==> config.mk <==
export PLATFORM = sky130hd
export DESIGN_NAME = touch_contact_event_tracker_flat
export DESIGN_NICKNAME = d
export VERILOG_FILES = /design/src/tcet_pkg.sv /design/src/tcet_req_if.sv /design/src/tcet_rsp_if.sv /design/src/touch_contact_event_tracker.sv /design/src/tcet_datapath.sv /design/src/tcet_controller.sv /design/src/flat_wrapper.sv
export SDC_FILE = /design/constraint.sdc
export NUM_CORES = 1
export LEC_CHECK = 0
export BUFFER_PORTS_ARGS = -buffer_cell sky130_fd_sc_hd__clkbuf_2
export CAP_MARGIN = 20
export CORE_MARGIN = 2
export CORE_UTILIZATION = 55
export DETAILED_ROUTE_END_ITERATION = 7
export GPL_ROUTABILITY_DRIVEN = 0
export PLACE_DENSITY = 0.76
export SYNTH_ARGS = -nofsm -noshare
export SYNTH_HDL_FRONTEND = slang
export SYNTH_SLANG_ARGS = --single-unit
==> constraint.sdc <==
create_clock -name clock -period 4.8 [get_ports clock]
set_input_delay 0.48 -clock clock [delete_from_list [all_inputs] [get_ports clock]]
set_output_delay 0.48 -clock clock [all_outputs]
set_load 0.01 [all_outputs]
==> src/tcet_pkg.sv <==
// ----------------------------------------------------------------------------
// Touch contact event tracker package
// Sizes, command and event codes, channel payloads and the controller
// interface shared by the tracker modules.
// ----------------------------------------------------------------------------
package tcet_pkg;

   // Number of contact ids held in the position table (1 to 16).
   localparam int MAX_TOUCH_IDS       = 16;
   // Largest contact count of a report that is not dropped (1 to 15).
   localparam int MAX_REPORT_CONTACTS = 5;

   localparam int ID_W         = (MAX_TOUCH_IDS > 1) ? $clog2(MAX_TOUCH_IDS) : 1;
   localparam int COORD_W      = 12;
   localparam int RESULT_LIMIT = 16;
   localparam int UP_CNT_W     = $clog2(RESULT_LIMIT);

   localparam logic [7:0] PEN_MASK = 8'h80;

   localparam logic [1:0] CMD_BEGIN   = 2'd0;
   localparam logic [1:0] CMD_CONTACT = 2'd1;
   localparam logic [1:0] CMD_END     = 2'd2;

   localparam logic [1:0] EV_DOWN = 2'd0;
   localparam logic [1:0] EV_MOVE = 2'd1;
   localparam logic [1:0] EV_UP   = 2'd2;

   typedef struct packed {
      logic [1:0]  command;
      logic [3:0]  contact_count;
      logic [7:0]  contact_id;
      logic [15:0] raw_x;
      logic [15:0] raw_y;
   } req_payload_type;

   typedef struct packed {
      logic [1:0]         event_kind;
      logic [3:0]         touch_id;
      logic [COORD_W-1:0] pos_x;
      logic [COORD_W-1:0] pos_y;
      logic               last_of_run;
   } rsp_payload_type;

   typedef enum logic [1:0] {
      ST_IDLE,
      ST_EXEC,
      ST_SCAN
   } state_type;

   // Commands from the controller to the datapath.
   typedef struct packed {
      logic load_item;
      logic exec_begin;
      logic exec_contact;
      logic exec_end;
      logic emit_up;
   } dp_cmd_type;

   // Status from the datapath to the controller.
   typedef struct packed {
      logic [1:0] item_cmd;
      logic       contact_result;
      logic       end_has_release;
      logic       scan_last;
      logic       out_free;
   } dp_status_type;

endpackage

==> src/tcet_req_if.sv <==
// ----------------------------------------------------------------------------
// Touch report channel
// Valid/ready channel that carries one report item per transfer.
// ----------------------------------------------------------------------------
interface tcet_req_if;
   import tcet_pkg::*;

   logic            valid;
   logic            ready;
   req_payload_type data;

   modport source (output valid, output data, input ready);
   modport sink   (input valid, input data, output ready);
endinterface

==> src/tcet_rsp_if.sv <==
// ----------------------------------------------------------------------------
// Touch event channel
// Valid/ready channel that carries one touch event per transfer.
// ----------------------------------------------------------------------------
interface tcet_rsp_if;
   import tcet_pkg::*;

   logic            valid;
   logic            ready;
   rsp_payload_type data;

   modport source (output valid, output data, input ready);
   modport sink   (input valid, input data, output ready);
endinterface

==> src/touch_contact_event_tracker.sv <==
// ----------------------------------------------------------------------------
// Touch contact event tracker
// Turns touch-controller reports into finger down, move and up events.
// ----------------------------------------------------------------------------
// Each report item is registered when taken and then executed; a contact
// that raises an event waits until the event output register is free. An
// end of report that releases N tracked ids (N up to 16) then scans them,
// one finger-up event per cycle while the event channel takes them, through
// the single output register.
// A contact whose id is not tracked yet gives finger down, a tracked id
// whose 12-bit position changed gives finger move, and the end of a report
// gives finger up for every tracked id missing from it, lowest id first,
// with last_of_run set on the final one. Reports with too many contacts,
// and single-contact pen reports, are dropped without touching the set of
// tracked ids. Contact ids at or above the table size are ignored. Events
// wait in an output register, so a new item is taken while an earlier
// event has not yet been transferred.
// ----------------------------------------------------------------------------
module touch_contact_event_tracker (
   input  logic        clock,
   input  logic        reset,
   tcet_req_if.sink    req_chan,
   tcet_rsp_if.source  rsp_chan
);
   import tcet_pkg::*;

   dp_cmd_type    cmd;
   dp_status_type status;

   // The controller owns the input handshake and steps the datapath.
   tcet_controller u_controller (
      .clock     (clock),
      .reset     (reset),
      .req_valid (req_chan.valid),
      .req_ready (req_chan.ready),
      .status    (status),
      .cmd       (cmd)
   );

   // The datapath holds all tracking state and the event output register.
   tcet_datapath u_datapath (
      .clock     (clock),
      .reset     (reset),
      .cmd       (cmd),
      .status    (status),
      .req_data  (req_chan.data),
      .rsp_ready (rsp_chan.ready),
      .rsp_valid (rsp_chan.valid),
      .rsp_data  (rsp_chan.data)
   );

endmodule

==> src/tcet_datapath.sv <==
// ----------------------------------------------------------------------------
// Touch tracker datapath
// Item register, id masks, position table, release scan and event output
// register.
// ----------------------------------------------------------------------------
module tcet_datapath (
   input  logic                      clock,
   input  logic                      reset,
   input  tcet_pkg::dp_cmd_type      cmd,
   output tcet_pkg::dp_status_type   status,
   input  tcet_pkg::req_payload_type req_data,
   input  logic                      rsp_ready,
   output logic                      rsp_valid,
   output tcet_pkg::rsp_payload_type rsp_data
);
   import tcet_pkg::*;

   req_payload_type item_ff;

   logic [MAX_TOUCH_IDS-1:0] known_ff, known_in;
   logic [MAX_TOUCH_IDS-1:0] active_ff, active_in;
   logic [MAX_TOUCH_IDS-1:0] rel_ff, rel_in;
   logic [3:0]               size_ff, size_in;
   logic                     dropped_ff, dropped_in;
   logic [UP_CNT_W-1:0]      up_cnt_ff, up_cnt_in;

   logic [COORD_W-1:0] pos_x_ff [MAX_TOUCH_IDS];
   logic [COORD_W-1:0] pos_y_ff [MAX_TOUCH_IDS];

   logic            rsp_valid_ff, rsp_valid_in;
   rsp_payload_type rsp_data_ff, rsp_data_in;

   logic [ID_W-1:0]          idx;
   logic [MAX_TOUCH_IDS-1:0] id_bit;
   logic [COORD_W-1:0]       x_new, y_new;
   logic                     in_range, is_pen, is_known, pos_changed, pos_write;

   logic [ID_W-1:0]          up_idx;
   logic [MAX_TOUCH_IDS-1:0] up_bit;
   logic [MAX_TOUCH_IDS-1:0] rel_next;
   logic                     out_free;

   assign idx         = item_ff.contact_id[ID_W-1:0];
   assign id_bit      = MAX_TOUCH_IDS'(1) << idx;
   assign x_new       = item_ff.raw_x[COORD_W-1:0];
   assign y_new       = item_ff.raw_y[COORD_W-1:0];
   assign in_range    = item_ff.contact_id < 8'(MAX_TOUCH_IDS);
   assign is_pen      = (size_ff == 4'd1) && ((item_ff.contact_id & PEN_MASK) != 8'd0);
   assign is_known    = (known_ff & id_bit) != '0;
   assign pos_changed = (x_new != pos_x_ff[idx]) || (y_new != pos_y_ff[idx]);
   assign out_free    = !rsp_valid_ff || rsp_ready;

   // Lowest pending release.
   always_comb begin
      up_idx = '0;
      for (int i = MAX_TOUCH_IDS - 1; i >= 0; i--) begin
         if (rel_ff[i]) begin
            up_idx = ID_W'(i);
         end
      end
   end

   assign up_bit   = MAX_TOUCH_IDS'(1) << up_idx;
   assign rel_next = rel_ff & ~up_bit;

   always_comb begin
      status.item_cmd        = item_ff.command;
      status.contact_result  = !dropped_ff && !is_pen && in_range && (!is_known || pos_changed);
      status.end_has_release = !dropped_ff && ((known_ff & ~active_ff) != '0);
      status.scan_last       = (rel_next == '0) || (up_cnt_ff == UP_CNT_W'(RESULT_LIMIT - 1));
      status.out_free        = out_free;
   end

   always_comb begin
      known_in     = known_ff;
      active_in    = active_ff;
      rel_in       = rel_ff;
      size_in      = size_ff;
      dropped_in   = dropped_ff;
      up_cnt_in    = up_cnt_ff;
      pos_write    = 1'b0;
      rsp_valid_in = rsp_valid_ff && !rsp_ready;
      rsp_data_in  = rsp_data_ff;

      if (cmd.exec_begin) begin
         size_in    = item_ff.contact_count;
         dropped_in = item_ff.contact_count > 4'(MAX_REPORT_CONTACTS);
         active_in  = '0;
      end

      if (cmd.exec_contact && !dropped_ff) begin
         if (is_pen) begin
            dropped_in = 1'b1;
         end else if (in_range) begin
            active_in = active_ff | id_bit;
            if (!is_known || pos_changed) begin
               pos_write                = 1'b1;
               rsp_valid_in             = 1'b1;
               rsp_data_in.event_kind   = is_known ? EV_MOVE : EV_DOWN;
               rsp_data_in.touch_id     = 4'(idx);
               rsp_data_in.pos_x        = x_new;
               rsp_data_in.pos_y        = y_new;
               rsp_data_in.last_of_run  = 1'b1;
            end
         end
      end

      if (cmd.exec_end) begin
         dropped_in = 1'b0;
         active_in  = '0;
         if (!dropped_ff) begin
            rel_in    = known_ff & ~active_ff;
            known_in  = active_ff;
            up_cnt_in = '0;
         end
      end

      if (cmd.emit_up) begin
         rel_in                  = rel_next;
         up_cnt_in               = up_cnt_ff + UP_CNT_W'(1);
         rsp_valid_in            = 1'b1;
         rsp_data_in.event_kind  = EV_UP;
         rsp_data_in.touch_id    = 4'(up_idx);
         rsp_data_in.pos_x       = '0;
         rsp_data_in.pos_y       = '0;
         rsp_data_in.last_of_run = status.scan_last;
      end
   end

   always_ff @(posedge clock) begin
      if (reset) begin
         known_ff     <= '0;
         active_ff    <= '0;
         size_ff      <= '0;
         dropped_ff   <= 1'b0;
         rsp_valid_ff <= 1'b0;
      end else begin
         known_ff     <= known_in;
         active_ff    <= active_in;
         size_ff      <= size_in;
         dropped_ff   <= dropped_in;
         rsp_valid_ff <= rsp_valid_in;
      end
   end

   always_ff @(posedge clock) begin
      rel_ff      <= rel_in;
      up_cnt_ff   <= up_cnt_in;
      rsp_data_ff <= rsp_data_in;
      if (cmd.load_item) begin
         item_ff <= req_data;
      end
      if (pos_write) begin
         pos_x_ff[idx] <= x_new;
         pos_y_ff[idx] <= y_new;
      end
   end

   assign rsp_valid = rsp_valid_ff;
   assign rsp_data  = rsp_data_ff;

endmodule

==> src/tcet_controller.sv <==
// ----------------------------------------------------------------------------
// Touch tracker controller
// Sequences item intake, execution and the finger-up scan.
// ----------------------------------------------------------------------------
module tcet_controller (
   input  logic                    clock,
   input  logic                    reset,
   input  logic                    req_valid,
   output logic                    req_ready,
   input  tcet_pkg::dp_status_type status,
   output tcet_pkg::dp_cmd_type    cmd
);
   import tcet_pkg::*;

   state_type state_ff, state_in;

   always_ff @(posedge clock) begin
      if (reset) begin
         state_ff <= ST_IDLE;
      end else begin
         state_ff <= state_in;
      end
   end

   always_comb begin
      state_in  = state_ff;
      req_ready = 1'b0;
      cmd       = '0;
      unique case (state_ff)
         ST_IDLE: begin
            req_ready = 1'b1;
            if (req_valid) begin
               cmd.load_item = 1'b1;
               state_in      = ST_EXEC;
            end
         end
         ST_EXEC: begin
            unique case (status.item_cmd)
               CMD_BEGIN: begin
                  cmd.exec_begin = 1'b1;
                  state_in       = ST_IDLE;
               end
               CMD_CONTACT: begin
                  // A contact that raises an event waits for a free output register.
                  if (!status.contact_result || status.out_free) begin
                     cmd.exec_contact = 1'b1;
                     state_in         = ST_IDLE;
                  end
               end
               CMD_END: begin
                  cmd.exec_end = 1'b1;
                  state_in     = status.end_has_release ? ST_SCAN : ST_IDLE;
               end
               default: begin
                  state_in = ST_IDLE;
               end
            endcase
         end
         ST_SCAN: begin
            if (status.out_free) begin
               cmd.emit_up = 1'b1;
               if (status.scan_last) begin
                  state_in = ST_IDLE;
               end
            end
         end
         default: begin
            state_in = ST_IDLE;
         end
      endcase
   end

endmodule
==> src/flat_wrapper.sv <==
// flat-port wrapper written by rule: the top's interface ports become plain ports
module touch_contact_event_tracker_flat import tcet_pkg::*;
  (clock, reset, req_chan_valid, req_chan_data, req_chan_ready, rsp_chan_valid, rsp_chan_data, rsp_chan_ready);
  tcet_req_if req_chan_i ();
  tcet_rsp_if rsp_chan_i ();
  input  logic clock;
  input  logic reset;
  input wire logic [$bits(req_chan_i.valid)-1:0] req_chan_valid;
  input wire logic [$bits(req_chan_i.data)-1:0] req_chan_data;
  output wire logic [$bits(req_chan_i.ready)-1:0] req_chan_ready;
  output wire logic [$bits(rsp_chan_i.valid)-1:0] rsp_chan_valid;
  output wire logic [$bits(rsp_chan_i.data)-1:0] rsp_chan_data;
  input wire logic [$bits(rsp_chan_i.ready)-1:0] rsp_chan_ready;
  assign req_chan_i.valid = req_chan_valid;
  assign req_chan_i.data = req_chan_data;
  assign req_chan_ready = req_chan_i.ready;
  assign rsp_chan_valid = rsp_chan_i.valid;
  assign rsp_chan_data = rsp_chan_i.data;
  assign rsp_chan_i.ready = rsp_chan_ready;
  touch_contact_event_tracker u_core (.clock(clock), .reset(reset), .req_chan(req_chan_i), .rsp_chan(rsp_chan_i));
endmodule
# == Word-level counts from Yosys, hierarchy flattened ==
# Memory sizes are Yosys's and may differ from the RTL's. A register that Yosys moved wholly into a read port is not among the register bits.
# Index checks and enable logic that the tools add are counted.
# word_totals
regBits,129
mem_bits_rw,384
input_bits,50
elab_cells,145
n_memories,2
# memory_table
memory,words,word_bits,rd,rd_ports_with_merged_regs,write_ports,line,source
u_core.u_datapath.pos_x_ff,16,12,1,1,1,tcet_datapath.sv:27,logic [COORD_W-1:0] pos_x_ff [MAX_TOUCH_IDS];
u_core.u_datapath.pos_y_ff,16,12,1,1,1,tcet_datapath.sv:28,logic [COORD_W-1:0] pos_y_ff [MAX_TOUCH_IDS];
# classes
n_addsub,1
n_lt_le_gt_ge,2
eq_ne,14
shifts,2
n_mux,65
bitwise_logic,8
n_reduce_logical,33
# op_table
operator,n
29-bit 2-to-1 mux,5
16-bit 2-to-1 mux,7
4-bit 2-to-1 mux,21
16-bit bitwise AND,3
16-bit inverter,2
16-bit nonzero test,2
1-bit by 4-bit left shift with 16-bit output (first input constant),2
1-bit 2-to-1 mux,24
12-bit != test,2
16-bit zero test,1
16-bit bitwise OR,1
4-bit AND reduction,3
2-bit 2-to-1 mux,5
8-bit by 5-bit less-than comparator with 1-bit output (second input constant),1
2-bit nonzero test,4
1-bit logical AND,7
1-bit zero test,6
2-bit by 1-bit != test with 1-bit output (second input constant),3
2-bit one-hot mux with 3 select lines,1
1-bit logical OR,5
4-bit by 1-bit adder with 4-bit output (second input constant),1
2-bit by 1-bit equality test with 1-bit output (second input constant),2
2-bit equality test (second input constant),2
4-bit by 1-bit equality test with 1-bit output (second input constant),1
10 further kinds,14

# == Longest topological paths before layout ==
# depth
ltp_word,24
ltp_mapped,14
ltp_nobuf,9

# == Modules after synthesis ==
# Synthesis repeated with hierarchy kept, for this count alone.
# unflattened
cells_unflattened,1282
area_unflattened_um2,20831.2
# modules_own_cells
module,instances,cells_each,area_each_um2,seq_area_each_um2
tcet_datapath,1,1264,20671.1,14784.2
tcet_controller,1,18,160.2,40.0

# == Worst setup path after synthesis ==
# Ideal clock, no wire load.
# synth_timing
path_kind,register to register
startpoint,register with a tool-made name
endpoint,"memory u_core.u_datapath.pos_x_ff[12][0], enable pin"
setup_time_ns,0.405
t_arrival_ns,3.701
required_time_ns,4.395
setup_slack_ns,0.694
stages_incl_launch_ff,13
path_cell_list,dfxtp_1 > buf_2 > buf_2 > buf_2 > buf_2 > mux4_2 > mux2i_1 > xor2_1 > a21oi_1 > a211oi_2 > a41oi_1 > nand3_1 > nor2_1
# synth_lines
item,line
end: declaration,tcet_datapath.sv:27

==> results.tsv <==
stage	metric	value	unit
synth	yosys-top-cells-count	447 x edfxtp_1, 131 x nand2_1, 93 x mux4_2, 70 x dfxtp_1, 63 x o21ai_0	
timing	setup_ws	0.531	ns
final_layout	regArea	14800	um^2
synth	synth_fp_nets	1335	
setup_path	required	5.11	ns
route	met2WireLength	23.2	mm
synth	syn_inst	1284	
timing	report.final.hold_viol_count	0	
synth	synth_area_leaders	edfxtp_1 64%, mux4_2 10%, dfxtp_1 6.7%	
synth	async_flop_share	0	%
floorplan	die_area	39700	um^2
route	drc	0	
timing	finClkSkew	0.0122	ns
clocking	clock-sinks	517	
route	postRouteAntennaNets	0	
route	vias_per_cell	6.06	
final_layout	diodes	0	
final_layout	nNetsFinal	1446	
power	leakage	0.00797	uW
clocking	clockBufferDepth	3	
grt	grt_pass1_wl	71.2	mm
grt	grt_antenna_before_repair	0	
clocking	path_clk_slew	0.06	ns
clocking	htree_levels	2	
floorplan	die_x	199	um
timing	holdWs	0.0717	ns
floorplan	initial_core_util	55.8	%
setup_path	crit_arrival	4.58	ns
route	routed.top_layer	met4	
flow_run	drv_cap	0	
setup_path	rr_worst_depth	11	
power	power	9310	uW
timing	finalCritPeriodShare	88.9	%
synth	yosysWarningCount	0	
route	dr.pass1.iters	5	
place	hpwlAfterDp	27.0	mm
clocking	cts_root_buf	clkbuf_16	
floorplan	coreArea	37600	um^2
hold_path	hp-class	in2reg	
setup_path	worstPathMaxFanout	24	
timing	period_minus_slack	4.27	ns
grt	first_global_vias	11765	
synth	synth_flop_cell	edfxtp_1	
hold_path	whs_path_depth	1	
synth	synth_area	21000	um^2
floorplan	pin_count	83	
floorplan	rows	71	
clocking	holdBufCountCts	0	
route	wl_per_cell	24.4	um
place	port_buffers	74	
clocking	cts_resized	0	
route	wirelength_met1	19.3	mm
timing	slew_viol_final	0	
final_layout	area_growth	14.0	%
timing	fin_tns_setup	0	ns
synth	synth-edff-count	447	
synth	avgSynthCellArea	16.3	um^2
timing	fmax	234	MHz
timing	rsz0062_at_grt	no	
route	initialDrtViolationCount	1276	
route	num_vias	11770	
clocking	numCtsBuffers	50	
final_layout	multi_input_area	5830	um^2
clocking	cts_setup_buffers	0	
grt	overflow	0	
place	place_ws	0.496	ns
setup_path	critPathLaunchType	register	
grt	grt_start_max_net_pins	48	
run_status	status	finished clean	
synth	synth_cell_types	70	
clocking	clk_latency	0.58	ns
final_layout	drive_gt1_share	23.2	%
final_layout	fillers	2592	
route	drt-total-wl	47.3	mm
setup_path	critPathKind	reg2reg	
setup_path	crit_path_end_kind	register	
synth	synth_top_area_share	64.0	%
route	met3_length	3.46	mm
timing	worst_pin_slew	1.06	ns
timing	maxSlewHeadroom	29.1	%
floorplan	die_h	199	um
synth	yosysMostFrequentCell	edfxtp_1	
synth	yosysTopAreaCell	edfxtp_1	
synth	seq_area_frac_synth	70.7	%
synth	ys_ff_latch	517	
timing	setup_violations	0	
grt	grt.total_usage	24.7	%
clocking	cts_tree	yes	
power	powerDensity	389	nW/um^2
power	ir_worst_vdd	0.000247	V
[critical path, cell delays in order, from the launching register on]
cell	delay [ns]
dfxtp_4	0.66
buf_12	0.26
mux4_2	0.52
mux2i_1	0.19
xor2_1	0.30
o21ai_1	0.15
o31a_1	0.31
nor4b_4	0.42
a41oi_1	0.42
nand2b_1	0.48
nor2_4	0.06
buf_12	0.18
[final timing paths]
kind | endpoint | slack [ns] | startpoint
worst max-delay path | u_core.u_datapath.pos_x_ff[10][2] | 0.53 | register
worst min register to register | u_core.u_datapath.rsp_data[10] | 0.46 | u_core.u_datapath.rsp_data[10]
worst min-delay path | u_core.u_datapath.item_ff[2] | 0.07 | req_chan_data[2]
worst max register to register | u_core.u_datapath.pos_x_ff[10][2] | 0.53 | register
[metrics by stage]
stage	instances	cell area (um^2)	util, %
after floorplan	1284	21000	-
after global placement	1853	22400	59.6
after detailed placement	1853	22400	59.6
after CTS	1941	23900	63.6
after global routing	1942	23900	63.7
final	1942	23900	63.7
[report_power, final]
group	switching (uW)	internal [uW]	total (uW)	leakage (uW)
sequential	114	4930	5040	0.00463
clock	1580	2100	3670	0.000747
combinational	304	293	598	0.00260
total	1990	7320	9310	0.00797
[kinds of logic after synthesis]
logic type | count (synthesis) | synth area share (%)
flops | 517 | 70.7
simple gates | 298 | 6.80
compound gates | 187 | 5.45
mux | 163 | 13.5
buf+inv | 82 | 2.06
xor+xnor | 35 | 1.46
fa+ha+maj | 2 | 0.107
[cell usage in the layout (no fill, tap or decap), drive strengths merged, types with 3 or more instances in the layout]
cell / n
mux4: 94
or3: 3
o31ai: 6
dfxtp: 70
nand2b: 25
a41oi: 3
clkbuf: 139
and3: 5
o21ai: 75
clkinv: 20
nor2b: 7
buf: 52
a221oi: 3
and2: 5
nor3: 11
mux2: 10
o211ai: 5
a21o: 3
nor2: 60
nor4: 6
nand4: 5
xnor2: 24
edfxtp: 447
a31oi: 3
o22ai: 7
o2111ai: 4
nand3b: 4
nand2: 131
a211oi: 7
xor2: 11
inv: 16
nor4b: 5
or2: 6
mux2i: 59
nor3b: 5
a21oi: 53
and4b: 3
nand3: 14
[per-layer routing]
metal	track usage (%)	vias up
met5	0	-
met4	8.29	0
met3	4.71	83
met2	40.8	479
met1	33.4	5986
li1	-	5222
[final cells by class]
cell class	count	area share (%)
flip-flops and latches	517	62.0
clock inverters	23	0.633
clock buffers	65	5.72
multi-input cells	685	24.4
repair buffers	126	4.33
well taps	511	2.67
inverters	15	0.235
[sequential cells by signal, indices dropped and copies added (netlist names), named ones only]
signal	cells
u_core.u_datapath.dropped_ff	1
u_core.u_datapath.rsp_valid	1
u_core.u_datapath.known_ff	16
u_core.u_datapath.idx	4
u_core.u_datapath.up_cnt_ff	4
u_core.u_datapath.rsp_data	31
u_core.u_datapath.pos_x_ff	192
u_core.u_datapath.active_ff	16
u_core.u_datapath.item_ff	32
u_core.u_datapath.size_ff	4
u_core.u_datapath.status	2
u_core.u_controller.state_ff	2
u_core.u_datapath.pos_y_ff	192
u_core.u_datapath.rel_ff	16
Note: power is estimated with default switching activity, not from simulation.
